File: src/m2h_pkg.sv
`timescale 1ns / 1ps
`default_nettype none
// ----------------------------------------------------------------------------
// m2h_pkg
// Shared constants and types for the streaming MurmurHash2 block.
// ----------------------------------------------------------------------------
package m2h_pkg;

	localparam logic [31:0] MUL_K = 32'h5BD1E995;
	localparam int SHIFT_MIX = 24;
	localparam int SHIFT_FIN_A = 13;
	localparam int SHIFT_FIN_B = 15;

	localparam int FIFO_DEPTH_DEF = 4;

	// work to do for one word
	localparam logic [1:0] OP_NONE = 2'd0;
	localparam logic [1:0] OP_FULL = 2'd1;
	localparam logic [1:0] OP_TAIL = 2'd2;

	typedef struct packed {
		logic [31:0] word;    // tail bytes already masked
		logic [1:0]  op;
		logic        first;
		logic        last;
		logic [31:0] length;
	} m2h_entry_t;

	localparam int ENTRY_W = $bits(m2h_entry_t);

endpackage
`default_nettype wire

File: src/m2h_front.sv
`timescale 1ns / 1ps
`default_nettype none
// ----------------------------------------------------------------------------
// m2h_front
// Accepts words, tracks message framing, drops stray words, classifies
// each word as full mix, tail or nothing and masks unused tail bytes.
// ----------------------------------------------------------------------------
module m2h_front (
	input  wire logic                clk,
	input  wire logic                arst_n,
	input  wire logic                s_axis_tvalid,
	output logic                     s_axis_tready,
	input  wire logic [71:0]         s_axis_tdata,  // data_word, byte_count, total_length
	input  wire logic                s_axis_tuser,  // first_item
	input  wire logic                s_axis_tlast,  // last_item
	input  wire logic                q_full,
	output logic                     q_push,
	output m2h_pkg::m2h_entry_t      q_entry
);
	import m2h_pkg::*;

	logic        in_msg_q;
	logic        accept;
	logic        keep;
	logic [31:0] word;
	logic [2:0]  count;
	logic [31:0] mask;

	assign word  = s_axis_tdata[31:0];
	assign count = s_axis_tdata[34:32];

	assign s_axis_tready = !q_full;
	assign accept = s_axis_tvalid && s_axis_tready;
	// a word outside a message changes nothing
	assign keep   = s_axis_tuser || in_msg_q;
	assign q_push = accept && keep;

	always_comb begin
		case (count)
			3'd1:    mask = 32'h0000_00FF;
			3'd2:    mask = 32'h0000_FFFF;
			3'd3:    mask = 32'h00FF_FFFF;
			default: mask = 32'hFFFF_FFFF;
		endcase
	end

	always_comb begin
		q_entry.first  = s_axis_tuser;
		q_entry.last   = s_axis_tlast;
		q_entry.length = s_axis_tdata[66:35];
		q_entry.word   = word;
		if (!s_axis_tlast || count >= 3'd4) begin
			q_entry.op = OP_FULL;
		end else if (count != 3'd0) begin
			// only a short last word loses its upper bytes
			q_entry.op   = OP_TAIL;
			q_entry.word = word & mask;
		end else begin
			q_entry.op = OP_NONE;
		end
	end

	always_ff @(posedge clk or negedge arst_n) begin
		if (!arst_n) begin
			in_msg_q <= 1'b0;
		end else if (q_push) begin
			in_msg_q <= !s_axis_tlast;
		end
	end

endmodule
`default_nettype wire

File: src/m2h_fifo.sv
`timescale 1ns / 1ps
`default_nettype none
// ----------------------------------------------------------------------------
// m2h_fifo
// Short register queue between the front and the hash engine.
// ----------------------------------------------------------------------------
module m2h_fifo #(
	parameter int DEPTH = m2h_pkg::FIFO_DEPTH_DEF
) (
	input  wire logic                clk,
	input  wire logic                arst_n,
	input  wire logic                push,
	input  wire m2h_pkg::m2h_entry_t wr_entry,
	input  wire logic                pop,
	output m2h_pkg::m2h_entry_t      rd_entry,
	output logic                     full,
	output logic                     empty
);
	import m2h_pkg::*;

	localparam int PW = (DEPTH > 1) ? $clog2(DEPTH) : 1;
	localparam int CW = $clog2(DEPTH + 1);

	m2h_entry_t    mem_q [DEPTH];
	logic [PW-1:0] wr_ptr_q;
	logic [PW-1:0] rd_ptr_q;
	logic [CW-1:0] cnt_q;
	logic          do_push;
	logic          do_pop;

	assign full     = cnt_q == CW'(DEPTH);
	assign empty    = cnt_q == '0;
	assign do_push  = push && !full;
	assign do_pop   = pop && !empty;
	assign rd_entry = mem_q[rd_ptr_q];

	function automatic logic [PW-1:0] next_ptr(input logic [PW-1:0] p);
		return (p == PW'(DEPTH - 1)) ? '0 : p + 1'b1;
	endfunction

	always_ff @(posedge clk) begin
		if (do_push) begin
			mem_q[wr_ptr_q] <= wr_entry;
		end
	end

	always_ff @(posedge clk or negedge arst_n) begin
		if (!arst_n) begin
			wr_ptr_q <= '0;
			rd_ptr_q <= '0;
			cnt_q    <= '0;
		end else begin
			if (do_push) begin
				wr_ptr_q <= next_ptr(wr_ptr_q);
			end
			if (do_pop) begin
				rd_ptr_q <= next_ptr(rd_ptr_q);
			end
			if (do_push && !do_pop) begin
				cnt_q <= cnt_q + 1'b1;
			end else if (do_pop && !do_push) begin
				cnt_q <= cnt_q - 1'b1;
			end
		end
	end

endmodule
`default_nettype wire

File: src/m2h_back.sv
`timescale 1ns / 1ps
`default_nettype none
// ----------------------------------------------------------------------------
// m2h_back
// Hash engine: a sequencer around one 32x32 constant multiplier that mixes
// words into the running hash, folds tails and finalizes each message.
// ----------------------------------------------------------------------------
module m2h_back (
	input  wire logic                clk,
	input  wire logic                arst_n,
	input  wire m2h_pkg::m2h_entry_t q_entry,
	input  wire logic                q_empty,
	output logic                     q_pop,
	output logic                     m_axis_tvalid,
	input  wire logic                m_axis_tready,
	output logic [31:0]              m_axis_tdata   // hash_value
);
	import m2h_pkg::*;

	localparam logic [2:0] ST_IDLE = 3'd0;
	localparam logic [2:0] ST_K1   = 3'd1;
	localparam logic [2:0] ST_K2   = 3'd2;
	localparam logic [2:0] ST_H    = 3'd3;
	localparam logic [2:0] ST_TAIL = 3'd4;
	localparam logic [2:0] ST_FIN  = 3'd5;

	logic [2:0]  state_q;
	logic [31:0] h_q;
	logic [31:0] k_q;
	logic        last_q;
	logic        out_valid_q;
	logic [31:0] out_q;
	logic [31:0] mul_a;
	logic [31:0] prod;
	logic        out_free;

	assign q_pop         = (state_q == ST_IDLE) && !q_empty;
	assign out_free      = !out_valid_q || m_axis_tready;
	assign m_axis_tvalid = out_valid_q;
	assign m_axis_tdata  = out_q;

	always_comb begin
		case (state_q)
			ST_K1:   mul_a = k_q;
			ST_K2:   mul_a = k_q ^ (k_q >> SHIFT_MIX);
			ST_H:    mul_a = h_q;
			ST_TAIL: mul_a = h_q ^ k_q;
			ST_FIN:  mul_a = h_q ^ (h_q >> SHIFT_FIN_A);
			default: mul_a = h_q;
		endcase
	end

	assign prod = mul_a * MUL_K;

	always_ff @(posedge clk) begin
		case (state_q)
			ST_IDLE: begin
				if (!q_empty) begin
					k_q    <= q_entry.word;
					last_q <= q_entry.last;
					if (q_entry.first) begin
						h_q <= q_entry.length;
					end
				end
			end
			ST_K1, ST_K2: k_q <= prod;
			ST_H:         h_q <= prod ^ k_q;
			ST_TAIL:      h_q <= prod;
			ST_FIN: begin
				if (out_free) begin
					out_q <= prod ^ (prod >> SHIFT_FIN_B);
				end
			end
			default: ;
		endcase
	end

	always_ff @(posedge clk or negedge arst_n) begin
		if (!arst_n) begin
			state_q     <= ST_IDLE;
			out_valid_q <= 1'b0;
		end else begin
			if ((state_q == ST_FIN) && out_free) begin
				out_valid_q <= 1'b1;
			end else if (m_axis_tready) begin
				out_valid_q <= 1'b0;
			end
			case (state_q)
				ST_IDLE: begin
					if (!q_empty) begin
						case (q_entry.op)
							OP_FULL: state_q <= ST_K1;
							OP_TAIL: state_q <= ST_TAIL;
							default: state_q <= q_entry.last ? ST_FIN : ST_IDLE;
						endcase
					end
				end
				ST_K1:   state_q <= ST_K2;
				ST_K2:   state_q <= ST_H;
				ST_H,
				ST_TAIL: state_q <= last_q ? ST_FIN : ST_IDLE;
				ST_FIN: begin
					if (out_free) begin
						state_q <= ST_IDLE;
					end
				end
				default: state_q <= ST_IDLE;
			endcase
		end
	end

endmodule
`default_nettype wire

File: src/murmur2_hash32_stream_top.sv
`timescale 1ns / 1ps
`default_nettype none
// ----------------------------------------------------------------------------
// murmur2_hash32_stream_top
// Streaming 32-bit MurmurHash2 (seed zero), one hash per message.
// ----------------------------------------------------------------------------
// Words enter on s_axis; a word with tuser set opens a message and seeds the
// hash with total_length, tlast closes it and one hash leaves on m_axis.
// Words outside a message are dropped. The front takes one word per cycle,
// while the queue is not full, into a FIFO_DEPTH entry queue; the engine
// behind it shares a single 32x32 multiplier, so a full word passes through
// the states K1, K2 and H, a tail through TAIL, and any last word, even an
// empty one, leads to the finalization state FIN. Sustained throughput is
// set by that multiplier sequence; the queue absorbs short bursts and output
// stalls. The result waits in an output register while the next words are taken in.
module murmur2_hash32_stream_top #(
	parameter int FIFO_DEPTH = m2h_pkg::FIFO_DEPTH_DEF
) (
	input  wire logic        clk,
	input  wire logic        arst_n,
	input  wire logic        s_axis_tvalid,
	output logic             s_axis_tready,
	input  wire logic [71:0] s_axis_tdata,  // [31:0] data_word, [34:32] byte_count,
	                                        // [66:35] total_length, rest zero
	input  wire logic        s_axis_tuser,  // first_item
	input  wire logic        s_axis_tlast,  // last_item
	output logic             m_axis_tvalid,
	input  wire logic        m_axis_tready,
	output logic [31:0]      m_axis_tdata   // hash_value
);
	import m2h_pkg::*;

	m2h_entry_t push_entry;
	m2h_entry_t pop_entry;
	logic       push;
	logic       pop;
	logic       full;
	logic       empty;

	m2h_front u_front (
		.clk           (clk),
		.arst_n        (arst_n),
		.s_axis_tvalid (s_axis_tvalid),
		.s_axis_tready (s_axis_tready),
		.s_axis_tdata  (s_axis_tdata),
		.s_axis_tuser  (s_axis_tuser),
		.s_axis_tlast  (s_axis_tlast),
		.q_full        (full),
		.q_push        (push),
		.q_entry       (push_entry)
	);

	m2h_fifo #(
		.DEPTH (FIFO_DEPTH)
	) u_fifo (
		.clk      (clk),
		.arst_n   (arst_n),
		.push     (push),
		.wr_entry (push_entry),
		.pop      (pop),
		.rd_entry (pop_entry),
		.full     (full),
		.empty    (empty)
	);

	m2h_back u_back (
		.clk           (clk),
		.arst_n        (arst_n),
		.q_entry       (pop_entry),
		.q_empty       (empty),
		.q_pop         (pop),
		.m_axis_tvalid (m_axis_tvalid),
		.m_axis_tready (m_axis_tready),
		.m_axis_tdata  (m_axis_tdata)
	);

endmodule
`default_nettype wire
File: config.mk
export PLATFORM = sky130hd
export DESIGN_NAME = murmur2_hash32_stream_top
export DESIGN_NICKNAME = d
export VERILOG_FILES = /design/src/m2h_pkg.sv /design/src/m2h_front.sv /design/src/m2h_fifo.sv /design/src/m2h_back.sv /design/src/murmur2_hash32_stream_top.sv
export SDC_FILE = /design/constraint.sdc
export NUM_CORES = 1
export LEC_CHECK = 0
export BUFFER_PORTS_ARGS = -buffer_cell sky130_fd_sc_hd__buf_2
export CORE_MARGIN = 1
export CORE_UTILIZATION = 63
export DETAILED_ROUTE_END_ITERATION = 7
export GPL_TIMING_DRIVEN = 0
export HOLD_SLACK_MARGIN = 0.06
export PLACE_DENSITY_LB_ADDON = 0.3
export SLEW_MARGIN = 10
export SYNTH_ARGS = -nofsm -noshare
export SYNTH_HDL_FRONTEND = slang
export SYNTH_HIERARCHICAL = 1
export SYNTH_SLANG_ARGS = --single-unit
File: constraint.sdc
create_clock -name clk -period 11.85 [get_ports clk]
set_clock_uncertainty 0.1 [all_clocks]
set_input_delay 0.5925 -clock clk [delete_from_list [all_inputs] [get_ports clk]]
set_output_delay 0.5925 -clock clk [all_outputs]
set_load 0.05 [all_outputs]
==> impl_metrics.yaml, run 1 <==
grt:
  antenna_found_initial: 1
  grt_pass1_vias: 17920
  grt.overflow.total: 0
  grt_pass1_wl_um: 103700
  grt_max_degree: 55
  globalRouteTotalUtil_pct: 33.38
finish:
  nFillCells: 2765
  fin_nets: 2688
  layout-drive-gt1-share_pct: 15.01
  insertedDiodeCount: 0
  stdcell_count: 2764
  syn2layout_area_growth_pct: 10.02
sta:
  setup_violations: 0
  max_slew_margin_pct: 5.327
  layout_setup_ws_ns: 0.3915
  finalHoldViolCount: 0
  holdWs_ns: 0.1362
  timing.fmax_mhz: 87.27
  post-route-period-util_pct: 96.70
  rsz0062_at_grt: "false"
  drv_slew: 0
  finalCriticalPeriod_ns: 11.46
  tightest_slew_ns: 1.415
critical_path:
  path_common_cell: "fa_1"
  slowest_stage: "a21oi_1"
  cp-end-kind: "flop"
  arrival_ns: 11.64
  cpPeakStageDelay_ns: 1.05
  worstSetupPathType: "flop to flop"
  r2r_end: "u_back/h_q[28]$_DFFE_PP_"
  rrSetupSlack_ns: 0.39
  worst-r2r-cell-count: 30
  timing.rr.start: "u_back/state_q[0]$_DFFE_PN0P_"
  crit_end: "u_back/h_q[28]$_DFFE_PP_"
  crit_required_ns: 12.03
  path_max_fanout: 10
  start_kind: "flop"
  crit_start: "u_back/state_q[0]$_DFFE_PN0P_"
yosys:
  synth_top_cell_by_area: "edfxtp_1"
  netlist_instances: 2079
  ys.warnings.count: 6
  netlist_top_cells_area: "edfxtp_1, fa_1, ha_1, mux4_2, inv_1"
  ys_ff_latch: 381
  synth_edf_count: 369
  synth.avg_cell_area_um2: 12.66
  syn_area_mm2: 0.02631
  synth_sequential_area_ratio_pct: 43.25
  syn_nets: 2563
  yosys_most_used_dff: "edfxtp_1"
  yosysUniqueCellTypes: 83
  synth_top_area_share_pct: 42.11
  synthArstFlopShare_pct: 3.150
placed_design:
  dpl_worst_slack_ns: 0.8106
  dp_cells: 2695
  gp_congestion: 0.9927
  io_buffers: 66
  dp_hpwl_um: 51350
detailed_routing:
  drt_pass1_iterations: 8
  avgRoutedWirePerCell_um: 24.56
  routed_wl_um: 67890
  vias: 16880
  antenna_left: 0
  routed_via_density: 6.106
  drt-initial-drc-count: 1720
  drc_errors: 1
clocking:
  cts-buffers-inserted: 38
  htree_levels: 2
  cts.sinks: 381
  root_buffer: "clkbuf_16"
  ctsResizeCount: 0
  clk_path_buf_depth: 3
  post_cts_buffers: 0
  clk_pin_slew_ns: 0.06
  clk_latency_ns: 0.56
  cts_tree: "yes"
floorplan:
  die_h_um: 206.4
  die_x_um: 206.4
  dieArea_mm2: 0.04259
  num_rows: 74
  initial_core_util_pct: 64.15
  fp.coreArea_mm2: 0.04102
  io_pins: 112
job:
  maxCapViolations: 0
min_path:
  hold_class: "primary input to flop"
run_status:
  status: "finished, violations left"
  violations: "DRC"
==> worst max-delay path, delay by kind of cell (launching register included) <==
| family | cells | cell delay (ns) |
|---|---|---|
| DFF | 1 | 0.35 |
| and+or+nand+nor | 2 | 0.64 |
| AOI/OAI and AO/OA | 8 | 3.03 |
| adders and majority gates | 9 | 4.07 |
| buffers and inverters | 11 | 2.97 |
==> kinds of logic (layout without fill, tap and decap cells) <==
family / after synthesis / in the layout / share of synthesized area (%)
AO/OA/AOI/OAI: 304 / 304 / 7.942
XOR/XNOR: 106 / 106 / 3.909
adder cells (fa/ha/maj): 406 / 406 / 24.50
buffers and inverters: 490 / 643 / 8.274
flip-flops: 381 / 381 / 43.25
multiplexers: 95 / 95 / 6.928
AND/OR/NAND/NOR: 297 / 297 / 5.193
==> flip-flops by register name, summed over array words and instances, names as in the netlist <==
register,flops
u_fifo/mem_q,272
u_back/h_q,32
u_back/k_q,32
u_back/m_axis_tdata,32
u_back/state_q,3
u_fifo/cnt_q,3
u_fifo/rd_ptr_q,2
u_fifo/wr_ptr_q,2
u_back/last_q,1
u_back/m_axis_tvalid,1
u_front/in_msg_q,1
==> area by class of cell <==
class / instances / area [um^2] / area share [%]
buffer: 109 / 747.0 / 2.580
clock buffer: 46 / 991.0 / 3.423
clock inverter: 22 / 284.0 / 0.9811
inverter: 381 / 1430 / 4.940
multi-input combinational: 1208 / 12830 / 44.34
sequential: 381 / 11380 / 39.31
tap: 532 / 665.6 / 2.299
timing repair buffer: 85 / 615.6 / 2.126
==> metrics by stage <==
step / instance area (um^2) / util (%) / setup TNS, ns
6_report: 28950 / 70.58 / 0
5_1_grt: 28950 / 70.58 / 0
4_1_cts: 28940 / 70.56 / 0
3_5_place_dp: 27660 / 67.43 / 0
3_3_place_gp: 27310 / 66.58 / -0.5654
2_1_floorplan: 26310 / - / 0
==> cell usage in the layout (no fill, tap or decap), types with 6 or more instances in the layout <==
cell type and count:
a32oi_1 11, nand2_1 128, xnor2_1 72, o21ai_0 66
clkinv_1 8, o211ai_1 7, a211oi_1 9, buf_6 10
dfrtp_1 12, a21oi_1 71, buf_12 10, a22oi_1 21
a21o_1 12, clkbuf_16 38, or2_2 8, a221o_1 10
nor3_1 15, mux4_2 68, a21boi_2 9, buf_2 75
inv_1 380, a31oi_1 6, nor2b_1 25, xor2_1 25
buf_4 51, o21a_1 8, ha_1 224, clkbuf_1 35
nor2_1 76, nand2b_1 9, buf_1 14, fa_1 182
mux2i_1 19, a21boi_0 9, edfxtp_1 369
==> worst min path at each step <==
stage	start	to	slack [ns]	cells after the start
2_1_floorplan	arst_n	u_back/m_axis_tvalid$_DFFE_PN0P_	0.20	0
3_3_place_gp	arst_n	u_front/in_msg_q$_DFFE_PN0P_	0.40	1
3_5_place_dp	arst_n	u_front/in_msg_q$_DFFE_PN0P_	0.40	1
4_1_cts	s_axis_tdata[4]	u_fifo/mem_q[3][40]$_DFFE_PP_	0.13	1
5_1_grt	s_axis_tdata[46]	u_fifo/mem_q[0][11]$_DFFE_PP_	0.13	1
6_report	s_axis_tdata[4]	u_fifo/mem_q[3][40]$_DFFE_PP_	0.14	1
==> cell usage after synthesis (5+ instances only) <==
| master | instances |
|---|---|
| dfrtp_1 | 12 |
| a21boi_0 | 9 |
| xor2_1 | 25 |
| nor2b_1 | 25 |
| fa_1 | 182 |
| nor3_1 | 18 |
| nor2_1 | 77 |
| ha_1 | 224 |
| and2_1 | 6 |
| nand3_1 | 5 |
| buf_2 | 9 |
| nand2b_1 | 9 |
| a221o_1 | 10 |
| a31oi_1 | 6 |
| o211ai_1 | 7 |
| inv_1 | 380 |
| a311oi_1 | 7 |
| xnor2_1 | 73 |
| buf_1 | 14 |
| nand2_1 | 129 |
| o21ai_0 | 68 |
| a211oi_1 | 11 |
| or2_2 | 8 |
| mux4_2 | 68 |
| a21oi_1 | 72 |
| a32oi_1 | 11 |
| edfxtp_1 | 369 |
| mux2i_1 | 19 |
| o21bai_1 | 5 |
| a21o_1 | 12 |
| buf_12 | 7 |
| a22oi_1 | 21 |
| a21boi_2 | 9 |
| buf_4 | 46 |
| o21a_1 | 8 |
| clkbuf_1 | 28 |
| a221oi_1 | 5 |
==> routing by layer <==
| layer | share of wire [%] | global-route usage (%) | vias to the layer above |
|---|---|---|---|
| met1 | 38 | 42.44 | 8512 |
| met3 | 7.5 | 5.361 | 191 |
| met5 | 0.019 | 0 | - |
| li1 | - | - | 7418 |
| met4 | 4.9 | 15.31 | 2 |
| met2 | 49 | 56.36 | 755 |
==> timing repair <==
action / CTS / global route
hold buffers: 1 / 0
hold endpoints to repair: 12 / 0
setup endpoints to repair: 0 / 0
Power of run 1 is left out: the tool's default activity adds up to more than one toggle a clock period on the data nets, which glitch-free logic cannot reach.
==> run 2: changes to the inputs <==
CORE_ASPECT_RATIO = 0.6   (was not set)
==> run 2 against run 1 <==
Net effect:
- clock-buffer cell count shrank 5
- highest routed layer unchanged
- the run now ends clean
- first-iteration DRC count grew 21%
- via count increased by 1.7%
- fmax grew 0.46%
- critical path type unchanged
- flip-flop and latch count stayed put
==> impl_metrics.yaml, run 2 (synthesis results as in run 1) <==
detailed_routing:
  drc_errors: 0
  drt_pass1_iterations: 8
  vias: 17170
  avgRoutedWirePerCell_um: 26.01
  drt-initial-drc-count: 2086
  routed_wl_um: 72360
  routed_via_density: 6.171
  antenna_left: 0
sta:
  timing.fmax_mhz: 87.67
  tightest_slew_ns: 1.375
  rsz0062_at_grt: "false"
  layout_setup_ws_ns: 0.4442
  finalCriticalPeriod_ns: 11.41
  finalHoldViolCount: 0
  drv_slew: 0
  post-route-period-util_pct: 96.25
  max_slew_margin_pct: 7.676
  fin_tns_setup_ns: 0
  holdWs_ns: 0.1626
  setup_violations: 0
min_path:
  hold_class: "primary input to flop"
critical_path:
  cp-end-kind: "flop"
  worstSetupPathType: "flop to flop"
  start_kind: "flop"
  path_max_fanout: 10
  path_common_cell: "fa_1"
  arrival_ns: 11.55
  slowest_stage: "a221oi_1"
  crit_required_ns: 12.00
  cpPeakStageDelay_ns: 0.78
floorplan:
  initial_core_util_pct: 64.50
  io_pins: 112
  fp.coreArea_mm2: 0.04079
  num_rows: 57
  dieArea_mm2: 0.04261
  die_x_um: 265.8
  die_h_um: 160.3
clocking:
  cts-buffers-inserted: 35
  cts_hold_buf: 1
  cts_tree: "yes"
  clk_path_buf_depth: 3
  ctsResizeCount: 0
  clk_latency_ns: 0.53
  post_cts_buffers: 0
  root_buffer: "clkbuf_16"
  clk_pin_slew_ns: 0.07
  htree_levels: 2
  cts.sinks: 381
grt:
  grt_max_degree: 48
  use_met1_pct: 52.58
  met3_usage_pct: 15.26
  grt_use_met2_pct: 46.88
  grt_pass1_wl_um: 107700
  grt_pass1_vias: 17160
  grt.overflow.total: 0
  antenna_found_initial: 2
  busiest_layer: "met1"
  globalRouteTotalUtil_pct: 34.94
finish:
  layout-drive-gt1-share_pct: 15.09
  syn2layout_area_growth_pct: 9.316
  layout_commonest_cell: "inv_1"
  largest_register_ff_count: 272
  final_cell_mix: "inv_1, edfxtp_1, ha_1, fa_1, nand2_1"
  fin_nets: 2684
  max_flop_register: "u_fifo/mem_q"
  fin_util_pct: 70.51
placed_design:
  dpl_worst_slack_ns: 0.8774
  io_buffers: 66
  gp_congestion: 1.054
  dp_hpwl_um: 56050
run_status:
  status: "finished clean"
job:
  maxCapViolations: 0
==> run 2: cell count changes in the layout (fill, tap and decap cells not counted), moves of 2 or more <==
cell        before  now
xnor2_1         72   67
bufinv_16        5    0
xnor2_2          1    6
clkinvlp_4       0    2
clkinv_2         3    5
clkinv_8         2    0
buf_8            0    4
clkbuf_16       38   35
diode_2          0    2
buf_6           10    7
clkinv_1         8    3
==> run 2: critical path: cells and delay by family (launching register included) <==
| kind | cells | cell delay, ns |
|---|---|---|
| buffers and inverters | 9 | 2.78 |
| and+or+nand+nor | 1 | 0.14 |
| AOI/OAI and AO/OA | 2 | 0.98 |
| DFF | 1 | 0.55 |
| xor gates and xnor gates | 7 | 2.73 |
| adders and majority gates | 8 | 3.83 |
==> run 2: final timing paths <==
check | start | end | slack, ns | cells after the start
worst max-delay path | u_back/state_q[0]$_DFFE_PN0P_ | u_back/h_q[31]$_DFFE_PP_ | 0.44 | 27
worst min-delay path | s_axis_tdata[44] | u_fifo/mem_q[2][9]$_DFFE_PP_ | 0.16 | 1
worst max register to register | u_back/state_q[0]$_DFFE_PN0P_ | u_back/h_q[31]$_DFFE_PP_ | 0.44 | 27
worst min register to register | u_front/in_msg_q$_DFFE_PN0P_ | u_front/in_msg_q$_DFFE_PN0P_ | 0.43 | 2
max in group asynchronous | arst_n | u_back/m_axis_tvalid$_DFFE_PN0P_ | 10.92 | 2
min in group asynchronous | arst_n | u_fifo/cnt_q[1]$_DFFE_PN0P_ | 0.43 | 2
==> run 2: stage by stage <==
step / cells / instance area, um^2
after floorplan: 2079 / 26310
after global placement: 2705 / 27340
after detailed placement: 2722 / 27710
after CTS: 2780 / 28730
after global routing: 2780 / 28760
final: 2782 / 28760
==> run 2: final cells by class <==
type	count	area, um^2
multi-input cells	1208	12880
diodes	2	5.005
fillers	2857	12030
clock inverters	16	106.4
plain buffers	109	747.0
flip-flops and latches	381	11380
clock buffers	41	898.4
repair buffers	84	614.3
well taps	560	700.7
inverters	381	1430
==> run 2: layer usage <==
metal | vias up | part of all wire [%]
met5 | - | 0.018
met4 | 2 | 2.1
met3 | 106 | 15
met2 | 1037 | 40
met1 | 8621 | 43
li1 | 7403 | -
Power of run 2 is left out for the same reason.
